==> src/rtl/snag_pkg.sv <==
// ============================================================================
// Stencil neighbor address generator package
// Shared widths, register indexes, mode codes, stage types and the stencil
// offset tables.
// ============================================================================
package snag_pkg;

    localparam int COORD_W = 10;
    localparam int EXT_W   = 11;
    localparam int ADDR_W  = 30;
    localparam int SLOT_W  = 5;
    localparam int CIDX_W  = 2;
    localparam int CDAT_W  = 11;
    localparam int MODE_W  = 3;

    // Configuration register indexes.
    localparam logic [CIDX_W-1:0] REG_MODE = 2'd0;
    localparam logic [CIDX_W-1:0] REG_DIMX = 2'd1;
    localparam logic [CIDX_W-1:0] REG_DIMY = 2'd2;
    localparam logic [CIDX_W-1:0] REG_DIMZ = 2'd3;

    // Stencil mode codes.
    localparam logic [MODE_W-1:0] MODE_1D3  = 3'd1;
    localparam logic [MODE_W-1:0] MODE_1D5  = 3'd2;
    localparam logic [MODE_W-1:0] MODE_2D5  = 3'd3;
    localparam logic [MODE_W-1:0] MODE_2D9  = 3'd4;
    localparam logic [MODE_W-1:0] MODE_3D7  = 3'd5;
    localparam logic [MODE_W-1:0] MODE_3D27 = 3'd6;

    // Dimensionality codes.
    localparam logic [1:0] DIMS_1 = 2'd1;
    localparam logic [1:0] DIMS_2 = 2'd2;
    localparam logic [1:0] DIMS_3 = 2'd3;

    typedef struct packed {
        logic [EXT_W-1:0] nx;
        logic [EXT_W-1:0] ny;
        logic [EXT_W-1:0] nz;
    } t_geom;

    typedef struct packed {
        logic signed [2:0] di;
        logic signed [2:0] dj;
        logic signed [2:0] dk;
    } t_offs;

    // One neighbor request leaving the sequencer.
    typedef struct packed {
        logic              valid;
        logic [SLOT_W-1:0] slot;
        logic              last;
        logic [1:0]        dims;
        t_offs             offs;
        logic [EXT_W-1:0]  ci;
        logic [EXT_W-1:0]  cj;
        logic [EXT_W-1:0]  ck;
    } t_slot_req;

    function automatic logic mode_ok(input logic [MODE_W-1:0] mode);
        mode_ok = (mode == MODE_1D3) || (mode == MODE_1D5) || (mode == MODE_2D5) ||
                  (mode == MODE_2D9) || (mode == MODE_3D7) || (mode == MODE_3D27);
    endfunction

    function automatic logic [SLOT_W-1:0] mode_last(input logic [MODE_W-1:0] mode);
        case (mode)
            MODE_1D3:  mode_last = 5'd2;
            MODE_1D5:  mode_last = 5'd4;
            MODE_2D5:  mode_last = 5'd4;
            MODE_2D9:  mode_last = 5'd8;
            MODE_3D7:  mode_last = 5'd6;
            MODE_3D27: mode_last = 5'd26;
            default:   mode_last = 5'd0;
        endcase
    endfunction

    function automatic logic [1:0] mode_dims(input logic [MODE_W-1:0] mode);
        case (mode)
            MODE_1D3, MODE_1D5:  mode_dims = DIMS_1;
            MODE_2D5, MODE_2D9:  mode_dims = DIMS_2;
            MODE_3D7, MODE_3D27: mode_dims = DIMS_3;
            default:             mode_dims = DIMS_1;
        endcase
    endfunction

    function automatic t_offs mk(input int di, input int dj, input int dk);
        t_offs o;
        o.di = 3'(di);
        o.dj = 3'(dj);
        o.dk = 3'(dk);
        mk = o;
    endfunction

    // Offset of a slot within the selected stencil, in read-list order.
    function automatic t_offs get_offs(input logic [MODE_W-1:0] mode,
                                       input logic [SLOT_W-1:0] slot);
        t_offs o;
        o = mk(0, 0, 0);
        case (mode)
            MODE_1D3: begin
                case (slot)
                    5'd0:    o = mk(-1, 0, 0);
                    5'd2:    o = mk(1, 0, 0);
                    default: o = mk(0, 0, 0);
                endcase
            end
            MODE_1D5: begin
                case (slot)
                    5'd0:    o = mk(-2, 0, 0);
                    5'd1:    o = mk(-1, 0, 0);
                    5'd3:    o = mk(1, 0, 0);
                    5'd4:    o = mk(2, 0, 0);
                    default: o = mk(0, 0, 0);
                endcase
            end
            MODE_2D5, MODE_2D9: begin
                case (slot)
                    5'd0:    o = mk(-1, 0, 0);
                    5'd2:    o = mk(1, 0, 0);
                    5'd3:    o = mk(0, -1, 0);
                    5'd4:    o = mk(0, 1, 0);
                    5'd5:    o = mk(-1, -1, 0);
                    5'd6:    o = mk(1, -1, 0);
                    5'd7:    o = mk(-1, 1, 0);
                    5'd8:    o = mk(1, 1, 0);
                    default: o = mk(0, 0, 0);
                endcase
            end
            MODE_3D7, MODE_3D27: begin
                case (slot)
                    5'd0:    o = mk(-1, 0, 0);
                    5'd2:    o = mk(1, 0, 0);
                    5'd3:    o = mk(0, -1, 0);
                    5'd4:    o = mk(0, 1, 0);
                    5'd5:    o = mk(0, 0, -1);
                    5'd6:    o = mk(0, 0, 1);
                    5'd7:    o = mk(-1, 0, -1);
                    5'd8:    o = mk(1, 0, -1);
                    5'd9:    o = mk(0, -1, -1);
                    5'd10:   o = mk(0, 1, -1);
                    5'd11:   o = mk(-1, -1, 0);
                    5'd12:   o = mk(-1, 1, 0);
                    5'd13:   o = mk(1, -1, 0);
                    5'd14:   o = mk(1, 1, 0);
                    5'd15:   o = mk(-1, 0, 1);
                    5'd16:   o = mk(1, 0, 1);
                    5'd17:   o = mk(0, -1, 1);
                    5'd18:   o = mk(0, 1, 1);
                    5'd19:   o = mk(-1, -1, -1);
                    5'd20:   o = mk(-1, 1, -1);
                    5'd21:   o = mk(1, -1, -1);
                    5'd22:   o = mk(1, 1, -1);
                    5'd23:   o = mk(-1, -1, 1);
                    5'd24:   o = mk(-1, 1, 1);
                    5'd25:   o = mk(1, -1, 1);
                    5'd26:   o = mk(1, 1, 1);
                    default: o = mk(0, 0, 0);
                endcase
            end
            default: o = mk(0, 0, 0);
        endcase
        get_offs = o;
    endfunction

endpackage

==> src/rtl/snag_seq.sv <==
// ============================================================================
// Stencil neighbor sequencer
// Holds one waiting grid point and walks the active point through its
// stencil slots, one slot per cycle.
// ============================================================================
module snag_seq (
    input  logic                           i_clk,
    input  logic                           i_rst_n,
    input  logic                           i_start,
    output logic                           o_busy,
    input  logic [snag_pkg::MODE_W-1:0]    i_mode,
    input  snag_pkg::t_geom                i_geom,
    input  logic [snag_pkg::COORD_W-1:0]   i_coord_i,
    input  logic [snag_pkg::COORD_W-1:0]   i_coord_j,
    input  logic [snag_pkg::COORD_W-1:0]   i_coord_k,
    output snag_pkg::t_slot_req            o_req
);
    import snag_pkg::*;

    logic               r_hold_v;
    logic [EXT_W-1:0]   r_hold_ci, r_hold_cj, r_hold_ck;
    logic               r_act_v;
    logic [EXT_W-1:0]   r_ci, r_cj, r_ck;
    logic [SLOT_W-1:0]  r_slot;

    logic               accept;
    logic               last;
    logic               adv;
    logic [EXT_W-1:0]   sat_i, sat_j, sat_k;

    // Coordinates beyond the extent are clamped to the last grid index.
    function automatic logic [EXT_W-1:0] sat_coord(input logic [COORD_W-1:0] c,
                                                   input logic [EXT_W-1:0] ext);
        logic [EXT_W-1:0] cx;
        cx = EXT_W'(c);
        sat_coord = (cx >= ext) ? ext - 1'b1 : cx;
    endfunction

    assign accept = i_start & ~r_hold_v;
    assign last   = (r_slot == mode_last(i_mode));
    assign adv    = ~r_act_v | last;
    assign o_busy = r_hold_v;

    assign sat_i = sat_coord(i_coord_i, i_geom.nx);
    assign sat_j = sat_coord(i_coord_j, i_geom.ny);
    assign sat_k = sat_coord(i_coord_k, i_geom.nz);

    always_ff @(posedge i_clk) begin
        if (!i_rst_n) begin
            r_hold_v <= 1'b0;
            r_act_v  <= 1'b0;
            r_slot   <= '0;
        end else begin
            if (adv) begin
                r_act_v <= r_hold_v;
                r_slot  <= '0;
                if (r_hold_v) begin
                    r_hold_v <= 1'b0;
                end
            end else begin
                r_slot <= r_slot + 1'b1;
            end
            // A point under an undefined mode is taken but never queued.
            if (accept && mode_ok(i_mode)) begin
                r_hold_v <= 1'b1;
            end
        end
    end

    always_ff @(posedge i_clk) begin
        if (accept) begin
            r_hold_ci <= sat_i;
            r_hold_cj <= sat_j;
            r_hold_ck <= sat_k;
        end
        if (adv && r_hold_v) begin
            r_ci <= r_hold_ci;
            r_cj <= r_hold_cj;
            r_ck <= r_hold_ck;
        end
    end

    always_comb begin
        o_req.valid = r_act_v;
        o_req.slot  = r_slot;
        o_req.last  = last;
        o_req.dims  = mode_dims(i_mode);
        o_req.offs  = get_offs(i_mode, r_slot);
        o_req.ci    = r_ci;
        o_req.cj    = r_cj;
        o_req.ck    = r_ck;
    end

endmodule

==> src/rtl/snag_addr_pipe.sv <==
// ============================================================================
// Stencil address pipeline
// Three register stages: periodic wrap, inner multiply-add, outer
// multiply-add, with the centre address computed in a parallel lane.
// ============================================================================
module snag_addr_pipe (
    input  logic                          i_clk,
    input  logic                          i_rst_n,
    input  snag_pkg::t_geom               i_geom,
    input  snag_pkg::t_slot_req           i_req,
    output logic                          o_strobe,
    output logic [snag_pkg::SLOT_W-1:0]   o_slot,
    output logic [snag_pkg::ADDR_W-1:0]   o_read_address,
    output logic [snag_pkg::ADDR_W-1:0]   o_center_address,
    output logic                          o_last
);
    import snag_pkg::*;

    localparam int K_W = 2 * EXT_W + 1;
    localparam int P_W = K_W + EXT_W + 1;

    // Wrap c+d into [0, ext) for d in -2..2 and c < ext.
    function automatic logic [EXT_W-1:0] wrap(input logic [EXT_W-1:0] c,
                                              input logic signed [2:0] d,
                                              input logic [EXT_W-1:0] ext);
        logic [EXT_W:0] t;
        logic [EXT_W:0] m;
        if (d < 0) begin
            m = (d == -3'sd1) ? (EXT_W+1)'(1) : (EXT_W+1)'(2);
            if ({1'b0, c} >= m) begin
                t = {1'b0, c} - m;
            end else begin
                t = {1'b0, c} + {1'b0, ext} - m;
            end
        end else begin
            t = {1'b0, c} + (EXT_W+1)'(d[1:0]);
            if (t >= {1'b0, ext}) begin
                t = t - {1'b0, ext};
            end
        end
        wrap = t[EXT_W-1:0];
    endfunction

    // Stage 1: wrapped neighbor coordinates.
    logic               r1_v, r1_last;
    logic [SLOT_W-1:0]  r1_slot;
    logic [1:0]         r1_dims;
    logic [EXT_W-1:0]   r1_a, r1_b, r1_c, r1_ca, r1_cb, r1_cc;
    // Stage 2: inner index.
    logic               r2_v, r2_last;
    logic [SLOT_W-1:0]  r2_slot;
    logic [1:0]         r2_dims;
    logic [K_W-1:0]     r2_k, r2_ck;
    logic [EXT_W-1:0]   r2_c, r2_cc;
    // Stage 3: final addresses.
    logic               r3_v, r3_last;
    logic [SLOT_W-1:0]  r3_slot;
    logic [ADDR_W-1:0]  r3_addr, r3_caddr;

    logic [EXT_W-1:0]   n1_a, n1_b, n1_c;
    logic [EXT_W-1:0]   mul2;
    logic [K_W-1:0]     n2_k, n2_ck;
    logic [P_W-1:0]     n3_p, n3_cp;

    assign n1_a = wrap(i_req.ci, i_req.offs.di, i_geom.nx);
    assign n1_b = wrap(i_req.cj, i_req.offs.dj, i_geom.ny);
    assign n1_c = wrap(i_req.ck, i_req.offs.dk, i_geom.nz);

    always_comb begin
        mul2 = (r1_dims == DIMS_2) ? i_geom.nx : i_geom.ny;
        if (r1_dims == DIMS_1) begin
            n2_k  = K_W'(r1_a);
            n2_ck = K_W'(r1_ca);
        end else begin
            n2_k  = K_W'(mul2 * r1_a) + K_W'(r1_b);
            n2_ck = K_W'(mul2 * r1_ca) + K_W'(r1_cb);
        end
        if (r2_dims == DIMS_3) begin
            n3_p  = P_W'(i_geom.nz * r2_k) + P_W'(r2_c);
            n3_cp = P_W'(i_geom.nz * r2_ck) + P_W'(r2_cc);
        end else begin
            n3_p  = P_W'(r2_k);
            n3_cp = P_W'(r2_ck);
        end
    end

    always_ff @(posedge i_clk) begin
        if (!i_rst_n) begin
            r1_v <= 1'b0;
            r2_v <= 1'b0;
            r3_v <= 1'b0;
        end else begin
            r1_v <= i_req.valid;
            r2_v <= r1_v;
            r3_v <= r2_v;
        end
    end

    always_ff @(posedge i_clk) begin
        r1_slot  <= i_req.slot;
        r1_last  <= i_req.last;
        r1_dims  <= i_req.dims;
        r1_a     <= n1_a;
        r1_b     <= n1_b;
        r1_c     <= n1_c;
        r1_ca    <= i_req.ci;
        r1_cb    <= i_req.cj;
        r1_cc    <= i_req.ck;

        r2_slot  <= r1_slot;
        r2_last  <= r1_last;
        r2_dims  <= r1_dims;
        r2_k     <= n2_k;
        r2_ck    <= n2_ck;
        r2_c     <= r1_c;
        r2_cc    <= r1_cc;

        r3_slot  <= r2_slot;
        r3_last  <= r2_last;
        r3_addr  <= n3_p[ADDR_W-1:0];
        r3_caddr <= n3_cp[ADDR_W-1:0];
    end

    assign o_strobe         = r3_v;
    assign o_slot           = r3_slot;
    assign o_read_address   = r3_addr;
    assign o_center_address = r3_caddr;
    assign o_last           = r3_last;

endmodule

==> src/rtl/stencil_neighbor_address_gen.sv <==
// ============================================================================
// Stencil neighbor address generator
// Turns a grid point into the periodic-wrapped linear read addresses of its
// stencil neighbors, one address per cycle.
// ============================================================================
// A grid point is taken at a clock edge where start is high and busy is low.
// The block then emits one result per cycle on o_strobe, one for each slot of
// the selected stencil: 3, 5, 5, 9, 7 or 27 results per point for modes one
// through six, in the order that the slot sequencer walks them. When the
// block was idle, the first result of a point passes from the waiting
// register through the slot walk and the wrap, inner and outer stages.
// Results cannot be held off: o_strobe marks each result for exactly one
// cycle and the receiver must take it then. While a point is being walked,
// one more point may be transferred and waits; busy rises while that waiting
// place is full. A point transferred under an undefined mode produces no
// results. Configuration may be written only while no results are pending.
module stencil_neighbor_address_gen #(
    parameter int MAX_DIM = 1024
) (
    input  logic                           i_clk,
    input  logic                           i_rst_n,
    // Point command.
    input  logic                           start,
    output logic                           busy,
    input  logic [snag_pkg::COORD_W-1:0]   i_coord_i,
    input  logic [snag_pkg::COORD_W-1:0]   i_coord_j,
    input  logic [snag_pkg::COORD_W-1:0]   i_coord_k,
    // Configuration write channel.
    input  logic                           i_cfg_valid,
    output logic                           o_cfg_ready,
    input  logic [snag_pkg::CIDX_W-1:0]    i_cfg_index,
    input  logic [snag_pkg::CDAT_W-1:0]    i_cfg_data,
    // Results.
    output logic                           o_strobe,
    output logic [snag_pkg::SLOT_W-1:0]    o_neighbor_slot,
    output logic [snag_pkg::ADDR_W-1:0]    o_read_address,
    output logic [snag_pkg::ADDR_W-1:0]    o_center_address,
    output logic                           o_last_of_point
);
    import snag_pkg::*;

    // Largest extent the 11-bit registers can carry under this MAX_DIM.
    localparam int EXT_MAX_I = (MAX_DIM > (2 ** EXT_W) - 1) ? (2 ** EXT_W) - 1 : MAX_DIM;
    localparam logic [EXT_W-1:0] EXT_MAX = EXT_W'(EXT_MAX_I);
    localparam logic [EXT_W-1:0] EXT_MIN = EXT_W'(3);
    localparam logic [EXT_W-1:0] EXT_RST = EXT_W'(1024);

    logic [MODE_W-1:0] r_mode;
    t_geom             r_geom;
    t_slot_req         req;

    // Extents are stored already clamped to the supported range, which is
    // the only form in which the address logic ever uses them.
    function automatic logic [EXT_W-1:0] sat_ext(input logic [EXT_W-1:0] v);
        if (v < EXT_MIN) begin
            sat_ext = EXT_MIN;
        end else if (v > EXT_MAX) begin
            sat_ext = EXT_MAX;
        end else begin
            sat_ext = v;
        end
    endfunction

    // The user must issue writes only while idle; the block does not enforce it, and the port never pushes back.
    assign o_cfg_ready = 1'b1;

    always_ff @(posedge i_clk) begin
        if (!i_rst_n) begin
            r_mode    <= MODE_1D3;
            r_geom.nx <= sat_ext(EXT_RST);
            r_geom.ny <= sat_ext(EXT_RST);
            r_geom.nz <= sat_ext(EXT_RST);
        end else if (i_cfg_valid && o_cfg_ready) begin
            case (i_cfg_index)
                REG_MODE: r_mode    <= i_cfg_data[MODE_W-1:0];
                REG_DIMX: r_geom.nx <= sat_ext(i_cfg_data);
                REG_DIMY: r_geom.ny <= sat_ext(i_cfg_data);
                REG_DIMZ: r_geom.nz <= sat_ext(i_cfg_data);
                default:  r_mode    <= r_mode;
            endcase
        end
    end

    // Stage 0: waiting point and slot walk.
    snag_seq u_seq (
        .i_clk     (i_clk),
        .i_rst_n   (i_rst_n),
        .i_start   (start),
        .o_busy    (busy),
        .i_mode    (r_mode),
        .i_geom    (r_geom),
        .i_coord_i (i_coord_i),
        .i_coord_j (i_coord_j),
        .i_coord_k (i_coord_k),
        .o_req     (req)
    );

    // Stages 1 to 3: wrap, inner multiply-add, outer multiply-add.
    snag_addr_pipe u_pipe (
        .i_clk            (i_clk),
        .i_rst_n          (i_rst_n),
        .i_geom           (r_geom),
        .i_req            (req),
        .o_strobe         (o_strobe),
        .o_slot           (o_neighbor_slot),
        .o_read_address   (o_read_address),
        .o_center_address (o_center_address),
        .o_last           (o_last_of_point)
    );

endmodule
==> config.mk <==
export PLATFORM = sky130hd
export DESIGN_NAME = stencil_neighbor_address_gen
export DESIGN_NICKNAME = d
export VERILOG_FILES = /design/src/rtl/snag_pkg.sv /design/src/rtl/snag_seq.sv /design/src/rtl/snag_addr_pipe.sv /design/src/rtl/stencil_neighbor_address_gen.sv
export SDC_FILE = /design/constraint.sdc
export NUM_CORES = 2
export LEC_CHECK = 0
export BUFFER_PORTS_ARGS = -buffer_cell sky130_fd_sc_hd__buf_2
export CORE_MARGIN = 2
export CORE_UTILIZATION = 42
export DETAILED_ROUTE_END_ITERATION = 12
export PLACE_DENSITY = 0.56
export SYNTH_ARGS = -nofsm -noshare
export SYNTH_HDL_FRONTEND = slang
export SYNTH_HIERARCHICAL = 1
export SYNTH_SLANG_ARGS = --single-unit
==> constraint.sdc <==
create_clock -name i_clk -period 11.35 [get_ports i_clk]
set_input_delay 0.5675 -clock i_clk [delete_from_list [all_inputs] [get_ports i_clk]]
set_output_delay 0.5675 -clock i_clk [all_outputs]
set_load 0.05 [all_outputs]
==> summary.txt <==
Logic synthesis
  • Synthesized area per cell: ~8.7 µm²
  • Async set-reset flop share out of synthesis: 0
  • Post-synth top flop: dfxtp_1
  • Compound-cell area share of the yosys netlist: 0.0907
  • Post-synthesis xor/xnor area fraction: 0.0437
  • Synth cell types: 94
  • Syn Inst Count: ~4800
  • Main combinational cell family by area after synthesis: adder cells
  • Mapped Nets: 5861
  • Flops & latches, synth: approximately 340
  • YS warnings: 6
  • Register area share after synthesis: 0.177
  • Adder-Cell Fraction of Synth Area: 0.399
  • Number of synthesized flops with an enable pin: 66
  • Synth Area in Simple Gates: 0.166
  • Synthesized area: ~42000 µm²
  • Mux contribution to synthesized area: 0.0172

Timing
  • Relative slew margins: 0.243
  • Least-Margin Pin Slew: ~1.1 ns
  • Fmax: ~0.15 GHz
  • # setup viols final: 0
  • Slew Viols, Final: 0
  • RSZ-0062 raised after global routing: false
  • Tmin final: 6.60 ns
  • Layout Skew: between 0.04 and 0.05 ns
  • Post-route clock period utilization: 0.581
  • Final Hold Viols: 0
  • TNS Setup: 0 ns

Critical path
  • Critical Path RT: approximately 12 ns
  • CP max stage cell: dfxtp_2
  • Worst EP arrival: 7.06 ns
  • Crit Path Category: register to register
  • Worst path cell trace: buf_4 -> nand2_1 -> fa_1 -> fa_1 -> fa_1 -> inv_1 -> fa_1 -> inv_1 -> fa_1 -> inv_1 -> ha_1 -> a2111oi_0 -> o21ai_0 -> a221oi_2 -> o31ai_2 -> o211ai_1 -> o21ai_1 -> xnor2_1 -> nor2_1
  • Largest stage delay on the critical path: 0.72 ns
  • Crit path launch type: register
  • Worst-path maximum fanout: 31
  • Worst path most repeated cell: fa_1
  • Critical Path End Type: register

Detailed routing
  • Drt wl/cell: around 18 µm
  • Average vias per placed instance: ~5
  • Antenna-violating nets left: 0
  • Post-Route WL: about 110 mm
  • TritonRoute pass-1 iters: 5
  • DRC: 0
  • Initial DRC count: 2077
  • DR vias: 31305

Clocking
  • Clk pin slew, worst setup/hold paths: ~0.060 ns
  • Clock H-tree levels: 2
  • CTS buffer count: 43
  • Cts hold-fix bufs: 0
  • CTS tree: done
  • Clock latency on the worst-skew pair: ~0.64 ns
  • Post-CTS Setup Bufs: 0
  • CTS root buf: clkbuf_16
  • Clock Tree Buf Depth: 3
  • Sink Count: approximately 340
  • Post-cts sizing count: 0

Final layout
  • Core Util, Final: 0.453
  • ANT cells: 0
  • Commonest cells after routing, fill and taps aside: inv_1 (957), nand2_1 (707), fa_1 (587), ha_1 (401), and2_1 (301)
  • Area growth syn-to-layout: 7.35%
  • Post-layout net count: approximately 6000
  • Layout cell share with drive strength beyond 1: 0.0645
  • Most common cell after layout, fill and taps aside: inv_1

Global routing
  • First-pass GRT wire length: roughly 180 mm
  • Largest net degree at the start of global routing: between 80 and 90
  • Initial antenna violation count: 1
  • Vias in the first global route: between 30000 and 40000
  • Total grt overflow: 0
  • All-Layer GR Usage: 0.214

Die
  • # rows: between 100 and 150
  • Die ar.: 103000 µm²
  • Top Ports: between 100 and 150
  • Initial core utilization: 0.422
  • Width of the die: between 300 and 400 µm
  • Core Box Area: 99700 µm²
  • Die Y: 320 µm

Placement
  • Post-detail-place hpwl: slightly above 80 mm
  • Gpl congestion: approximately 0.86
  • IO buf count: 114

Worst hold path
  • Class of the worst hold path: primary input to register

Outcome
  • Outcome: complete, no violations

Job
  • Max-Cap Viols: 0

Pwr
  • Static Leakage: roughly 21 nW
  • Maximum VDD drop: approximately 0.20 mV
  • Pwr per Cell Area: a little over 100 nW/µm²
  • Power Total: roughly 4.6 mW
## registers in the layout, indices dropped and copies added (netlist names), 23 cells and up, named ones only
signal / count
u_pipe/o_center_address: 30
u_pipe/o_read_address: 30
r_geom: 33
u_pipe/r2_k: 23
u_pipe/r2_ck: 23
## stage by stage
| step | setup slack, ns | cells | cell area, µm² | hold WS, ns |
|---|---|---|---|---|
| floorplan | 5.56 | 4826 | 42100 | 0.310 |
| global placement | 5.00 | 6055 | 43600 | 0.310 |
| detailed placement | 4.83 | 6055 | 43600 | 0.312 |
| CTS | 4.80 | 6134 | 45200 | 0.200 |
| global route | 4.37 | 6134 | 45200 | 0.216 |
| finish | 4.75 | 6134 | 45200 | 0.245 |
## logic make-up (layout without fill, tap and decap cells)
kind of cell	count (synthesis)	after routing
compound gates	580	580
simple gates	1469	1469
buf+inv	1173	1183
flops	338	338
fa+ha+maj	988	988
mux	68	68
other cells	1	1
xor+xnor	209	209
## path summary, 6_finish.rpt
path	start	end	slack, ns	depth (start not counted)
hold / removal	i_cfg_data[0]	r_mode[0]	0.25	3
hold reg to reg	u_pipe/r1_c[2]	u_pipe/r2_c[2]	0.32	0
setup reg to reg	r_geom[4]	u_pipe/o_read_address[26]	4.75	19
setup / recovery	r_geom[4]	u_pipe/o_read_address[26]	4.75	19
## synthesized netlist by cell type (14+ instances only)
cell,instances,share of area
inv_1,956,0.085
nand2_1,708,0.063
fa_1,587,0.28
ha_1,401,0.12
and2_1,301,0.045
dfxtp_1,272,0.13
clkbuf_1,182,0.016
o21ai_0,151,0.018
nor2_1,139,0.012
xnor2_1,139,0.029
a21oi_1,126,0.015
xor2_1,69,0.014
nor3_1,68,0.0081
edfxtp_1,66,0.047
nand3_1,59,0.0070
a21o_1,51,0.0091
nand2b_1,35,0.0052
nor2b_1,35,0.0052
mux2_2,33,0.0088
mux2i_1,33,0.0079
a21boi_1,25,0.0045
a211oi_1,24,0.0043
and3_1,23,0.0034
nand4_1,23,0.0034
o21a_1,23,0.0041
nor4_1,21,0.0031
o211ai_1,21,0.0037
o31ai_1,19,0.0034
a31oi_1,16,0.0024
o21ai_1,15,0.0018
o21bai_1,15,0.0027
or3_1,14,0.0021
## per-layer routing
| metal | global-route usage | vias to the layer above | part of all wire |
|---|---|---|---|
| met3 | 0.0254 | 131 | 0.045 |
| met4 | 0.0617 | 0 | 0.029 |
| li1 | - | 15024 | - |
| met5 | 0 | - | 0 |
| met1 | 0.307 | 15437 | 0.48 |
| met2 | 0.341 | 713 | 0.45 |
## worst max-delay path: cells and delay by family, from the launching register on
kind,cells,cell delay [ns]
XOR/XNOR,1,0.15
AO/OA/AOI/OAI,6,1.88
adder cells (fa/ha/maj),6,2.80
buffers and inverters,4,0.66
AND/OR/NAND/NOR,2,0.18
flip-flops,1,0.72
## final cells by class
| type | count | area, µm² |
|---|---|---|
| sequential | 338 | 7440 |
| clock inverter | 25 | 293 |
| fill | 9752 | 54600 |
| tap | 1298 | 1620 |
| clock buffer | 54 | 1210 |
| inverter | 959 | 3600 |
| timing repair buffer | 145 | 803 |
| multi-input combinational | 3315 | 30200 |
## where the power goes
group	internal (mW)	switching [mW]	total, mW
clock	0.845	0.620	1.47
sequential	1.35	0.217	1.56
combinational	0.605	0.951	1.56
total	2.80	1.79	4.59
No activity file was read; power rests on OpenSTA's default activity.
